--- src/sv/ssrf_pkg.sv ---
// ssrf_pkg: shared constants for the SPI slave register file.
// No dependencies; imported by the channel interfaces and the top level.
package ssrf_pkg;

   localparam int BYTE_W = 8;

   // Command codes on the request channel
   localparam logic CMD_BYTE    = 1'b0;
   localparam logic CMD_TIMEOUT = 1'b1;

   // Header byte layout
   localparam int                HDR_WRITE_BIT = 7;
   localparam logic [BYTE_W-1:0] HDR_ADDR_MASK = 8'h7F;
   localparam logic [BYTE_W-1:0] REPLY_ZERO    = 8'h00;

endpackage

--- src/sv/ssrf_req_if.sv ---
// ssrf_req_if: request channel (received byte or timeout event).
// Depends on ssrf_pkg for the byte width.
interface ssrf_req_if;
   logic                        valid;
   logic                        ready;
   logic                        cmd;
   logic [ssrf_pkg::BYTE_W-1:0] rx_byte;

   modport source (output valid, output cmd, output rx_byte, input ready);
   modport sink   (input valid, input cmd, input rx_byte, output ready);
endinterface

--- src/sv/ssrf_rsp_if.sv ---
// ssrf_rsp_if: result channel (reply byte and watchdog kick).
// Depends on ssrf_pkg for the byte width.
interface ssrf_rsp_if;
   logic                        valid;
   logic                        ready;
   logic [ssrf_pkg::BYTE_W-1:0] tx_byte;
   logic                        watchdog_kick;

   modport source (output valid, output tx_byte, output watchdog_kick, input ready);
   modport sink   (input valid, input tx_byte, input watchdog_kick, output ready);
endinterface

--- src/sv/ssrf_ram.sv ---
// ssrf_ram: generic single-write, single-read RAM with registered read data.
// No dependencies.
module ssrf_ram #(
   parameter int  WIDTH = 8,
   parameter int  DEPTH = 8,
   localparam int AddrW = (DEPTH > 1) ? $clog2(DEPTH) : 1
) (
   input  logic             clock,
   input  logic             wr_en,
   input  logic [AddrW-1:0] wr_addr,
   input  logic [WIDTH-1:0] wr_data,
   input  logic             rd_en,
   input  logic [AddrW-1:0] rd_addr,
   output logic [WIDTH-1:0] rd_data
);

   logic [WIDTH-1:0] mem [DEPTH];
   logic [WIDTH-1:0] rd_data_ff;

   always_ff @(posedge clock) begin
      if (wr_en) begin
         mem[wr_addr] <= wr_data;
      end
      if (rd_en) begin
         rd_data_ff <= mem[rd_addr];
      end
   end

   assign rd_data = rd_data_ff;

endmodule

--- src/sv/spi_slave_register_file_unit.sv ---
// spi_slave_register_file_unit: SPI slave byte register map with auto-increment.
// Depends on ssrf_pkg, ssrf_req_if, ssrf_rsp_if and ssrf_ram.
//
//   channel   dir   payload                        transfer when
//   req_if    in    cmd, rx_byte                   valid && ready
//   rsp_if    out   tx_byte, watchdog_kick         valid && ready
//
// Cycles: one request transfer per clock unless stalled (see below); each
// request yields its reply in the result register in the cycle after the
// transfer, via register RAM's registered read port, read in the accept cycle.
// Reset: synchronous, active high; clears phase, pointer, timeout flag, the
// per-entry written bits and the result valid. Unwritten entries read 7 - i.
// Stalls: req_if.ready drops only while a result is held and not taken.
module spi_slave_register_file_unit #(
   parameter int REG_COUNT = 8
) (
   input logic        clock,
   input logic        reset,
   ssrf_req_if.sink   req_if,
   ssrf_rsp_if.source rsp_if
);

   import ssrf_pkg::*;

   // Pointer must hold REG_COUNT itself (one past the last register).
   localparam int PtrW = $clog2(REG_COUNT + 1);
   localparam int IdxW = (REG_COUNT > 1) ? $clog2(REG_COUNT) : 1;

   typedef enum logic [1:0] {
      PH_HEADER,
      PH_WRITE,
      PH_READ,
      PH_OUT
   } phase_type;

   // Transaction state
   phase_type            phase_ff, phase_in;
   logic [PtrW-1:0]      pointer_ff, pointer_in;
   logic                 timed_out_ff, timed_out_in;
   logic [REG_COUNT-1:0] written_ff;     // entry holds a written value

   // Result stage
   logic              rsp_valid_ff;
   logic              kick_ff, kick_in;
   logic              from_ram_ff;       // reply comes from the register file
   logic              use_init_ff;       // entry never written: use reset value
   logic [BYTE_W-1:0] init_ff;

   // Per-transfer decode
   logic              accept;
   logic              rd_en, wr_en;
   logic [IdxW-1:0]   rd_idx, wr_idx;
   logic [BYTE_W-1:0] ram_rd_data;
   logic [BYTE_W-1:0] hdr_addr;
   phase_type         cur_phase;
   logic [PtrW-1:0]   ptr_next;

   // Output register empties or drains this cycle: take the next request.
   assign req_if.ready = !rsp_valid_ff || rsp_if.ready;
   assign accept       = req_if.valid && req_if.ready;

   assign hdr_addr = req_if.rx_byte & HDR_ADDR_MASK;

   always_comb begin
      phase_in     = phase_ff;
      pointer_in   = pointer_ff;
      timed_out_in = timed_out_ff;
      kick_in      = 1'b0;
      rd_en        = 1'b0;
      wr_en        = 1'b0;
      rd_idx       = pointer_ff[IdxW-1:0];
      wr_idx       = pointer_ff[IdxW-1:0];
      ptr_next     = pointer_ff;
      cur_phase    = phase_ff;

      if (req_if.cmd == CMD_TIMEOUT) begin
         timed_out_in = 1'b1;
      end else begin
         // A byte after a timeout is always a header and does not kick.
         timed_out_in = 1'b0;
         kick_in      = !timed_out_ff;
         cur_phase    = timed_out_ff ? PH_HEADER : phase_ff;

         unique case (cur_phase)
            PH_HEADER: begin
               if (hdr_addr < BYTE_W'(REG_COUNT)) begin
                  pointer_in = PtrW'(hdr_addr);
                  if (req_if.rx_byte[HDR_WRITE_BIT]) begin
                     phase_in = PH_WRITE;
                  end else begin
                     rd_en      = 1'b1;
                     rd_idx     = hdr_addr[IdxW-1:0];
                     pointer_in = PtrW'(hdr_addr) + PtrW'(1);
                     phase_in   = PH_READ;
                  end
               end else begin
                  phase_in = PH_OUT;
               end
            end
            PH_WRITE: begin
               if (pointer_ff < PtrW'(REG_COUNT)) begin
                  wr_en    = 1'b1;
                  ptr_next = pointer_ff + PtrW'(1);
               end
               pointer_in = ptr_next;
               phase_in   = (ptr_next >= PtrW'(REG_COUNT)) ? PH_OUT : PH_WRITE;
            end
            PH_READ: begin
               if (pointer_ff >= PtrW'(REG_COUNT)) begin
                  phase_in = PH_OUT;
               end else begin
                  rd_en      = 1'b1;
                  pointer_in = pointer_ff + PtrW'(1);
                  phase_in   = PH_READ;
               end
            end
            PH_OUT: begin
               phase_in = PH_OUT;
            end
            default: begin
               phase_in = PH_OUT;
            end
         endcase
      end
   end

   ssrf_ram #(
      .WIDTH (BYTE_W),
      .DEPTH (REG_COUNT)
   ) u_regs (
      .clock   (clock),
      .wr_en   (accept && wr_en),
      .wr_addr (wr_idx),
      .wr_data (req_if.rx_byte),
      .rd_en   (accept && rd_en),
      .rd_addr (rd_idx),
      .rd_data (ram_rd_data)
   );

   always_ff @(posedge clock) begin
      if (reset) begin
         phase_ff     <= PH_HEADER;
         pointer_ff   <= '0;
         timed_out_ff <= 1'b0;
         written_ff   <= '0;
         rsp_valid_ff <= 1'b0;
      end else begin
         if (accept) begin
            phase_ff     <= phase_in;
            pointer_ff   <= pointer_in;
            timed_out_ff <= timed_out_in;
            if (wr_en) begin
               written_ff[wr_idx] <= 1'b1;
            end
            rsp_valid_ff <= 1'b1;
         end else if (rsp_if.ready) begin
            rsp_valid_ff <= 1'b0;
         end
      end

      // Result payload, no reset needed
      if (accept) begin
         kick_ff     <= kick_in;
         from_ram_ff <= rd_en;
         use_init_ff <= !written_ff[rd_idx];
         init_ff     <= BYTE_W'(7) - BYTE_W'(rd_idx);
      end
   end

   // RAM read data holds while stalled, since a read only fires on a transfer.
   assign rsp_if.valid         = rsp_valid_ff;
   assign rsp_if.watchdog_kick = kick_ff;
   assign rsp_if.tx_byte       = !from_ram_ff ? REPLY_ZERO :
                                 (use_init_ff ? init_ff : ram_rd_data);

endmodule
--- src/flat_wrapper.sv ---
// flat-port wrapper written by rule: the top's interface ports become plain ports
module spi_slave_register_file_unit_flat import ssrf_pkg::*;
#(
   parameter int REG_COUNT = 8
)
  (clock, reset, req_if_valid, req_if_cmd, req_if_rx_byte, req_if_ready, rsp_if_valid, rsp_if_tx_byte, rsp_if_watchdog_kick, rsp_if_ready);
  ssrf_req_if req_if_i ();
  ssrf_rsp_if rsp_if_i ();
  input logic clock;
  input logic reset;
  input wire logic [$bits(req_if_i.valid)-1:0] req_if_valid;
  input wire logic [$bits(req_if_i.cmd)-1:0] req_if_cmd;
  input wire logic [$bits(req_if_i.rx_byte)-1:0] req_if_rx_byte;
  output wire logic [$bits(req_if_i.ready)-1:0] req_if_ready;
  output wire logic [$bits(rsp_if_i.valid)-1:0] rsp_if_valid;
  output wire logic [$bits(rsp_if_i.tx_byte)-1:0] rsp_if_tx_byte;
  output wire logic [$bits(rsp_if_i.watchdog_kick)-1:0] rsp_if_watchdog_kick;
  input wire logic [$bits(rsp_if_i.ready)-1:0] rsp_if_ready;
  assign req_if_i.valid = req_if_valid;
  assign req_if_i.cmd = req_if_cmd;
  assign req_if_i.rx_byte = req_if_rx_byte;
  assign req_if_ready = req_if_i.ready;
  assign rsp_if_valid = rsp_if_i.valid;
  assign rsp_if_tx_byte = rsp_if_i.tx_byte;
  assign rsp_if_watchdog_kick = rsp_if_i.watchdog_kick;
  assign rsp_if_i.ready = rsp_if_ready;
  spi_slave_register_file_unit #(.REG_COUNT(REG_COUNT)) u_core (.clock(clock), .reset(reset), .req_if(req_if_i), .rsp_if(rsp_if_i));
endmodule
--- config.mk ---
export PLATFORM = sky130hd
export DESIGN_NAME = spi_slave_register_file_unit_flat
export DESIGN_NICKNAME = d
export VERILOG_FILES = /design/src/sv/ssrf_pkg.sv /design/src/sv/ssrf_req_if.sv /design/src/sv/ssrf_rsp_if.sv /design/src/sv/ssrf_ram.sv /design/src/sv/spi_slave_register_file_unit.sv /design/src/flat_wrapper.sv
export SDC_FILE = /design/constraint.sdc
export NUM_CORES = 1
export LEC_CHECK = 0
export ABC_AREA = 1
export ABC_CLOCK_PERIOD_IN_PS = 1700
export BUFFER_PORTS_ARGS = -buffer_cell sky130_fd_sc_hd__buf_2
export CELL_PAD_IN_SITES_DETAIL_PLACEMENT = 0
export CELL_PAD_IN_SITES_GLOBAL_PLACEMENT = 1
export CORE_MARGIN = 1
export CORE_UTILIZATION = 43
export CTS_CLUSTER_DIAMETER = 40
export DETAILED_ROUTE_END_ITERATION = 8
export PLACE_DENSITY = 0.78
export SYNTH_ARGS = -nofsm -noshare
export SYNTH_HDL_FRONTEND = slang
export SYNTH_SLANG_ARGS = --single-unit
--- constraint.sdc ---
create_clock -name clock -period 1.7 [get_ports clock]
set_input_delay 0.34 -clock clock [delete_from_list [all_inputs] [get_ports clock]]
set_output_delay 0.34 -clock clock [all_outputs]
set_load 0.005 [all_outputs]
======== After elaboration in Yosys (flattened, before gate mapping) ========
Memories as Yosys holds them, arrays and structs flattened. A register that Yosys moved wholly into a read port is not among the register bits.
Index checks and enable logic that the tools add are counted.
storage, ports and cells
  latch bits .............................. 0
  memory bits (writable) .................. 64
  input port bits ......................... 13
  ROM bits ................................ 0
  memories kept ........................... 1
  word-level logic and storage cells ...... 77
  register bits after elaboration ......... 27
memories
  memory             depth  bits a word  rd ports  clocked after Yosys merged registers in  wr ports  line            text
  u_core.u_regs.mem  8      8            1         1                                        1         ssrf_ram.sv:17  logic [WIDTH-1:0] mem [DEPTH];
cells by class
  multiplexer cells ....................... 36
  add/sub/neg operators ................... 3
  order comparisons ....................... 7
  equal/unequal tests ..................... 5
  reductions and logical operators ........ 14
  $mul .................................... 0
  bitwise gates (word level) .............. 2
  shift operators ......................... 0
  divide/modulo/power cells ............... 0
operator list
  kind                   number
  $mux W4                6
  $mux W8                2
  $mux W1                15
  $mux W3                4
  $pmux W4 S3            1
  $add A4 B1 Y4 const B  2
  $ge A4 B4 Y1 const B   2
  $lt A3 B4 Y1 const B   2
  $mux W2                4
  $or A8 B8 Y8           1
  $pmux W2 S4            1
  $lt A7 B4 Y1 const B   1
  $reduce_and A5 Y1      1
  $eq A2 B2 Y1 const B   2
  $logic_and A1 B1 Y1    4
  $lt A4 B4 Y1 const B   1
  $reduce_and A2 Y1      2
  $sub A3 B3 Y4 const A  1
  $bmux W1 S3            1
  $demux W1 S3           1
  $ge A3 B1 Y1 const B   1
  $logic_not A1 Y1       3
  $reduce_bool A3 Y1     1
  $eq A2 B1 Y1 const B   1
  other kinds (7)        7

======== Depth between registers and ports, before layout ========
Gate-level depths: netlist of the first run.
  depth after elaboration ................. 7
  depth in mapped cells ................... 15

======== Hierarchy ========
From an unflattened synthesis of the first run, not the netlist that was laid out.
unflattened totals
  cell total of the unflattened synthesis .. 501
  area, all modules ....................... 4559.4 um^2
by module, submodules not included
  module                        sequential area each (um^2)  area each (um^2)  cells an instance  times used
  ssrf_ram                      2162.1                       3130.5            303                1
  spi_slave_register_file_unit  500.5                        1428.9            198                1

======== Worst setup path before layout of the first run ========
No wires, ideal clock.
  path type ............................... flip-flop to flip-flop
  start ................................... reg u_core.phase_ff[1]
  end ..................................... reg u_core.u_regs.rd_data_ff[6] (netlist: u_core.u_regs.rd_data[6]), read port of u_core.u_regs.mem, data pin
  setup time .............................. 252 ps
  buffers on the path ..................... 1
  cell stages (with the launch flop) ...... 16
  data arrival time ....................... 1595 ps
  slack ................................... -147 ps
  cell sequence ........................... dfxtp_1 -> inv_1 -> nor2_1 -> inv_1 -> ha_1 -> inv_1 -> nor2_4 -> nand3_4 -> nand2_4 -> nand2_8 -> buf_6 -> nand2_1 -> nand3_1 -> nand2_1 -> nand2_1 -> nand2_1
between the ends
  longest elaborated chain between the ends .. 5
  elaborated cells on any way between the ends .. 8
RTL lines
  what                                                     line                                 text
  start: declaration                                       spi_slave_register_file_unit.sv:37   phase_type phase_ff, phase_in;
  start signal: assignment                                 spi_slave_register_file_unit.sv:149  phase_ff <= phase_in;
  $mux W2 (*)                                              spi_slave_register_file_unit.sv:82   cur_phase = timed_out_ff ? PH_HEADER : phase_ff;
  $eq A2 B2 Y1 / $logic_not A2 Y1 (equally long branches)  spi_slave_register_file_unit.sv:84   unique case (cur_phase)
  $pmux W1 S2                                              spi_slave_register_file_unit.sv:84
  $mux W1                                                  spi_slave_register_file_unit.sv:76   if (req_if.cmd == CMD_TIMEOUT) begin
  $logic_and A1 B1 Y1                                      spi_slave_register_file_unit.sv:135  .rd_en (accept && rd_en),
  end: declaration                                         ssrf_ram.sv:18                       logic [WIDTH-1:0] rd_data_ff;
Mark *: on every way between the ends. The rest lies on a longest branch, timed or not.
A chain may end at the register's enable or synchronous reset.

======== Worst setup path in the final report of the first run ========
  start ................................... reg u_core.timed_out_ff
  end ..................................... reg u_core.use_init_ff, data pin
between the ends
  longest elaborated chain between the ends .. 7
RTL lines
  what                           line                                 text
  start: declaration             spi_slave_register_file_unit.sv:39   logic timed_out_ff, timed_out_in;
  start signal: assignment       spi_slave_register_file_unit.sv:151  timed_out_ff <= timed_out_in;
  $mux W2                        spi_slave_register_file_unit.sv:82
  $logic_not A2 Y1               spi_slave_register_file_unit.sv:84
  $mux W3                        spi_slave_register_file_unit.sv:84
  $mux W3                        spi_slave_register_file_unit.sv:76
  $bmux W1 S3                    spi_slave_register_file_unit.sv:165  use_init_ff <= !written_ff[rd_idx];
  $mux W1 (not written as such)  spi_slave_register_file_unit.sv:165
  $logic_not A1 Y1               spi_slave_register_file_unit.sv:165
  end signal: assignment         spi_slave_register_file_unit.sv:165
  end: declaration               spi_slave_register_file_unit.sv:46   logic use_init_ff;
No other way between the ends. The select of a mux whose other input is x is not followed.

==> impl_metrics.env, run 1 <==
export IMPL_status="complete, but fails checks"
export IMPL_violations="negative setup slack"
export IMPL_drv_slew=0
export IMPL_crit_family="simple AND/OR/NAND/NOR gates"
export IMPL_cp_buffers_inverters=3
export IMPL_syn_to_final_growth_pct=37.1
export IMPL_leakage_uw=0.00281
export IMPL_fin_crit_sh=1.15
export IMPL_finalNetCount=616
export IMPL_finClkSkew_ns=0.00950
export IMPL_cts_root_buffer_cell="clkbuf_8"
export IMPL_grt_setup_unrepaired="true"
export IMPL_netlist_top_cell_by_area="edfxtp_1"
export IMPL_p_per_area_mw_per_mm2=771
export IMPL_drt_iter0_drc=348
export IMPL_grt_max_degree=23
export IMPL_portBuffers=23
export IMPL_ir_worst_vdd_uv=383
export IMPL_gp_congestion=0.838
export IMPL_fmax_ghz=0.512
export IMPL_period_needed_ns=1.95
export IMPL_path_clk_slew_ns=0.10
export IMPL_finalSetupViolCount=57
export IMPL_grtUsageTotal=0.232
export IMPL_yosysWarnings=0
export IMPL_die_area_mm2=0.0114
export IMPL_diodes=0
export IMPL_initial_utilization=0.450
export IMPL_syn_inst=491
export IMPL_cts_hold_buffers=0
export IMPL_synth_area_leaders="edfxtp_1, nand2_1, inv_1"
export IMPL_hold_violations=0
export IMPL_cp_slowest_cell="dfxtp_4"
export IMPL_io_pins=24
export IMPL_whs_ns=0.322
export IMPL_dr_pass1_iters=7
export IMPL_wl_um=13200
export IMPL_ys_seq_area_frac=0.563
export IMPL_cts_max_level=3
export IMPL_cts_buffer_depth=2
export IMPL_rows=37
export IMPL_die_height_um=107
export IMPL_regArea_mm2=0.00267
export IMPL_core_area_mm2=0.0105
export IMPL_critPathMaxStageDelay_ns=0.39
export IMPL_holdCritPathClass="primary input to flip-flop"
export IMPL_grt_pass1_vias=3512
export IMPL_finalPower_uw=5010
export IMPL_multi_input_area_mm2=0.00203
export IMPL_crit_fanout=7
export IMPL_fillers=818
export IMPL_crit_type="flip-flop to flip-flop"
export IMPL_syn_num_nets=513
export IMPL_synth_top_area_share=0.495
export IMPL_setup_slack_ns=-0.254
export IMPL_clkLatencyLatePin_ns=0.37
export IMPL_cp_required_ns=1.84
export IMPL_maxCapViolations=0
export IMPL_antenna_found_initial=0
export IMPL_vias_per_cell=5.14
export IMPL_die_w_um=107
export IMPL_ys_ff_latch=94
export IMPL_cts_tree="yes"
export IMPL_numCtsBuffers=9
export IMPL_crit_top_cell="nand2_1"
export IMPL_wl_per_cell_um=18.0
export IMPL_synth_distinct_cells=37
export IMPL_end_kind="flip-flop"
export IMPL_dp_hpwl_um=7310
export IMPL_grt_ovfl_total=0
export IMPL_drc_errors=0
export IMPL_arrival_ns=2.09
export IMPL_vias=3780
export IMPL_worstSetupStartpointType="flip-flop"
export IMPL_finish_utilization=0.618
export IMPL_synth_area_mm2=0.00473
export IMPL_avgSynthCellArea_um2=9.64
export IMPL_final_layout_size_suffix_gt1_frac=0.374
export IMPL_drtAntennaViolNets=0
export IMPL_clkSinkCount=94
export IMPL_crit_chain="inv_4 > nand2_4 > ha_4 > inv_2 > nor2_4 > nand3_4 > nand2_8 > clkbuf_16 > nand3_1 > nand3_2 > nand2_1 > nand2_1 > nand2_1"
export IMPL_max_slew_margin=0.660
export IMPL_grt_first_pass_wirelength_um=19200
export IMPL_worstMarginPinSlew_ns=0.508
## routing by layer
| layer | up-vias | wire, um | global-route usage |
|---|---|---|---|
| met2 | 118 | 6580 | 0.382 |
| met5 | - | 0 | 0 |
| met1 | 1822 | 5470 | 0.300 |
| met4 | 0 | 422 | 0.0998 |
| met3 | 27 | 754 | 0.0413 |
| li1 | 1813 | - | - |
## layout make-up
type | instances | area share
clock buffer | 9 | 0.0191
clock inverter | 7 | 0.0185
inverter | 95 | 0.0619
multi-input combinational | 296 | 0.312
sequential | 94 | 0.411
tap | 136 | 0.0262
timing repair buffer | 95 | 0.148
timing repair inverter | 3 | 0.00328
## repair_timing
item                                    4_1_cts  5_1_grt
setup buffers                                14       12
cloned                                       12        5
endpoints found under the hold margin         0        0
endpoints found under the setup margin       87       89
resized for setup                            56       67
pin swaps                                    12       42
## metrics by stage
| stage | TNS (ns) | setup WS [ns] | area (um2) | cells |
|---|---|---|---|---|
| 6_report | -6.49 | -0.254 | 6490 | 735 |
| 5_1_grt | -11.54 | -0.363 | 6490 | 735 |
| 4_1_cts | -2.51 | -0.167 | 6120 | 724 |
| 3_5_place_dp | -13.89 | -0.340 | 5330 | 682 |
| 3_3_place_gp | -10.31 | -0.270 | 5330 | 682 |
| 2_1_floorplan | -0.234 | -0.0280 | 4810 | 491 |
## cell usage after synthesis
cell      instances
nand2_1         105
inv_1            89
edfxtp_1         78
nand3_1          62
nor2_1           34
dfxtp_1          16
o21ai_0          14
a21oi_1          10
nand2_2          10
ha_1              9
nand3_2           9
nand3b_1          8
inv_2             5
buf_6             4
nor2_4            4
clkbuf_8          3
nand2_4           3
buf_12            2
buf_2             2
buf_4             2
nand4_1           2
nor2_2            2
o211ai_1          2
o21a_1            2
o21ai_1           2
a211oi_1          1
a21oi_4           1
a31oi_1           1
and2_1            1
bufinv_8          1
clkbuf_1          1
nand2_8           1
nand3_4           1
nand4_2           1
nor2_8            1
xnor2_1           1
xor2_1            1
## worst reg2reg max path: stages (launching register included)
cell       delay, ns
dfxtp_4         0.39
inv_4           0.04
nand2_4         0.08
ha_4            0.15
inv_2           0.05
nor2_4          0.16
nand3_4         0.14
nand2_8         0.18
clkbuf_16       0.18
nand3_1         0.10
nand3_2         0.08
nand2_1         0.05
nand2_1         0.07
nand2_1         0.07
## power breakdown
part | internal (uW) | switching (uW)
clock network | 982 | 833
registers | 2520 | 21.0
logic | 273 | 378
## cells by family (layout without fill, tap and decap cells)
family,count (synthesis),after routing,synth area share
flip-flops,94,94,0.563
AO/OA/AOI/OAI,33,33,0.0402
XOR/XNOR,2,2,0.00370
AND/OR/NAND/NOR,244,252,0.259
buffers and inverters,109,209,0.111
adder cells (fa/ha/maj),9,9,0.0238
## placed cells by master, fill, tap and decap left out, types with 3 or more instances in the layout
cell type	Yosys	final
nand2_1	105	85
edfxtp_1	78	78
inv_1	89	77
nand3_1	62	46
buf_4	2	41
nor2_1	34	29
nand3_2	9	24
buf_2	2	23
nand2_2	10	22
dfxtp_1	16	14
buf_12	2	13
nand2_8	1	12
inv_2	5	11
o21ai_0	14	10
buf_6	4	10
nor2_4	4	9
clkbuf_8	3	9
nand2_4	3	8
nand3b_1	8	8
a21oi_1	10	7
ha_1	9	6
o21ai_1	2	5
inv_4	0	4
buf_8	0	4
ha_4	0	3
bufinv_16	0	3
clkinvlp_4	0	3
## worst paths after layout
kind | cells after the start | slack (ns) | end | start
worst max-delay path | 13 | -0.25 | u_core.use_init_ff | u_core.timed_out_ff
worst min-delay path | 2 | 0.32 | u_core.pointer_ff[1] | reset
worst max register to register | 13 | -0.25 | u_core.use_init_ff | u_core.timed_out_ff
worst min register to register | 2 | 0.48 | u_core.written_ff[3] | u_core.written_ff[3]
## state kept, by name (all words and copies together) (netlist names)
register and count:
u_core.from_ram_ff 1, u_core.init_ff 3, u_core.phase_ff 2, u_core.pointer_ff 4, u_core.rsp_if.valid 1, u_core.rsp_if.watchdog_kick 1
u_core.timed_out_ff 1, u_core.u_regs.mem 64, u_core.u_regs.rd_data 8, u_core.use_init_ff 1, u_core.written_ff 8
(Power assumes the default switching activity.)
==> inputs of run 2 (changes only) <==
SETUP_SLACK_MARGIN = 0.02   (was default)
SKIP_CTS_REPAIR_TIMING = 1   (was default)
==> impl_metrics.env, run 2 (same netlist as run 1, synthesis figures left out) <==
export IMPL_status="complete, but fails checks"
export IMPL_violations="negative setup slack"
export IMPL_fin_crit_sh=1.10
export IMPL_drtAntennaViolNets=0
export IMPL_grt_ovfl_total=0
export IMPL_wl_um=12100
export IMPL_hold_violations=0
export IMPL_clkLatencyLatePin_ns=0.36
export IMPL_io_pins=24
export IMPL_finalSetupViolCount=23
export IMPL_crit_chain="inv_2 > nand2_4 > ha_4 > inv_2 > nor2_4 > nand3_4 > nand2_8 > buf_6 > nand3_1 > nand3_1 > nand2_1 > nand2_1 > nand2_1"
export IMPL_final_layout_size_suffix_gt1_frac=0.307
export IMPL_cp_slowest_cell="dfxtp_4"
export IMPL_stdcell_count=712
export IMPL_core_area_mm2=0.0105
export IMPL_crit_fanout=8
export IMPL_wl_per_cell_um=16.9
export IMPL_largest_reg_flops=64
export IMPL_critPathMaxStageDelay_ns=0.38
export IMPL_layout_commonest_cell="nand2_1"
export IMPL_numCtsBuffers=9
export IMPL_drc_errors=0
export IMPL_hold_depth=2
export IMPL_placed_cells=680
export IMPL_r2r_cells=13
export IMPL_portBuffers=23
export IMPL_maxCapViolations=0
export IMPL_fmax_ghz=0.534
export IMPL_grt_setup_unrepaired="true"
export IMPL_path_clk_slew_ns=0.09
export IMPL_drt_iter0_drc=149
export IMPL_grt_first_pass_wirelength_um=16900
export IMPL_worstSetupStartpointType="flip-flop"
export IMPL_crit_type="flip-flop to flip-flop"
export IMPL_die_area_mm2=0.0114
export IMPL_antenna_found_initial=0
export IMPL_ir_worst_vdd_uv=339
export IMPL_holdCritPathClass="primary input to flip-flop"
export IMPL_setup_tns_ns=-2.03
export IMPL_grt_pass1_vias=3356
export IMPL_cts_buffer_depth=2
export IMPL_drv_slew=0
export IMPL_clkSinkCount=94
export IMPL_setup_slack_ns=-0.171
export IMPL_vias=3644
export IMPL_dr_pass1_iters=4
export IMPL_gp_congestion=0.886
export IMPL_finClkSkew_ns=0.0102
export IMPL_crit_top_cell="nand2_1"
export IMPL_stdcell_area_mm2=0.00594
export IMPL_cp_required_ns=1.83
export IMPL_cts_tree="yes"
export IMPL_cts_root_buffer_cell="clkbuf_8"
export IMPL_period_needed_ns=1.87
export IMPL_largest_register="u_core.u_regs.mem"
export IMPL_cts_max_level=3
export IMPL_end_kind="flip-flop"
export IMPL_syn_to_final_growth_pct=25.6
export IMPL_post_dp_cell_area_mm2=0.00535
export IMPL_die_w_um=107
export IMPL_arrival_ns=2.01
export IMPL_finish_utilization=0.566
export IMPL_dp_hpwl_um=7250
export IMPL_grt_max_degree=38
export IMPL_diodes=0
export IMPL_leakage_uw=0.00261
export IMPL_worstMarginPinSlew_ns=0.353
export IMPL_finalNetCount=593
export IMPL_initial_utilization=0.450
export IMPL_max_slew_margin=0.764
export IMPL_die_height_um=107
export IMPL_grtUsageTotal=0.201
export IMPL_final_cell_mix="nand2_1, edfxtp_1, inv_1"
export IMPL_vias_per_cell=5.12
export IMPL_p_per_area_mw_per_mm2=762
export IMPL_rows=37
## run 2: changes by cell type in the layout (fill, tap and decap cells not counted), sizes merged
cell / previous run / this run
buf: 93 / 76
nand2: 127 / 121
clkbuf: 11 / 14
clkinvlp: 3 / 0
bufinv: 3 / 1
clkinv: 4 / 6
## run 2: worst paths after layout
check                                           from                  endpoint  slack (ns)
worst min-delay path                           reset      u_core.pointer_ff[1]        0.30
worst max-delay path             u_core.timed_out_ff  u_core.u_regs.rd_data[3]       -0.17
worst min register to register  u_core.written_ff[0]      u_core.written_ff[0]        0.48
worst max register to register   u_core.timed_out_ff  u_core.u_regs.rd_data[3]       -0.17
## run 2: power breakdown
part	internal (uW)	leakage (uW)	switching, uW	total (uW)
clock	670	0.0000900	760	1430
sequential	2520	0.000828	17.5	2540
combinational	223	0.00169	335	558
## run 2: area by class of cell
| cell class | count | area (um2) |
|---|---|---|
| clock inverter | 5 | 50.0 |
| timing repair buffer | 79 | 726 |
| clock buffer | 11 | 131 |
| timing repair inverter | 2 | 15.0 |
| tap | 136 | 170 |
| inverter | 95 | 377 |
| sequential | 94 | 2670 |
| multi-input combinational | 290 | 1810 |
| fill | 894 | 4570 |
## run 2: routing by layer
| metal | up-vias | track usage | part of all wire |
|---|---|---|---|
| li1 | 1754 | - | - |
| met1 | 1749 | 0.255 | 0.42 |
| met2 | 122 | 0.342 | 0.51 |
| met3 | 19 | 0.0274 | 0.059 |
| met4 | 0 | 0.0939 | 0.020 |
| met5 | - | 0 | 0 |
## run 2: per-stage QoR
step | total power, uW | hold slack, ns | setup slack, ns
finish | 4530 | 0.305 | -0.171
global route | 4680 | 0.308 | -0.251
CTS | 4460 | 0.311 | -0.453
detailed placement | 3070 | 0.457 | -0.429
global placement | 3060 | 0.453 | -0.406
floorplan | 2890 | 0.439 | -0.0280
## run 2: critical path: cells and delay by family, from the launching register on
kind / cells / cell delay (ns)
buffers and inverters: 3 / 0.26
adder cells (fa/ha/maj): 1 / 0.13
flip-flops: 1 / 0.38
AND/OR/NAND/NOR: 9 / 0.88
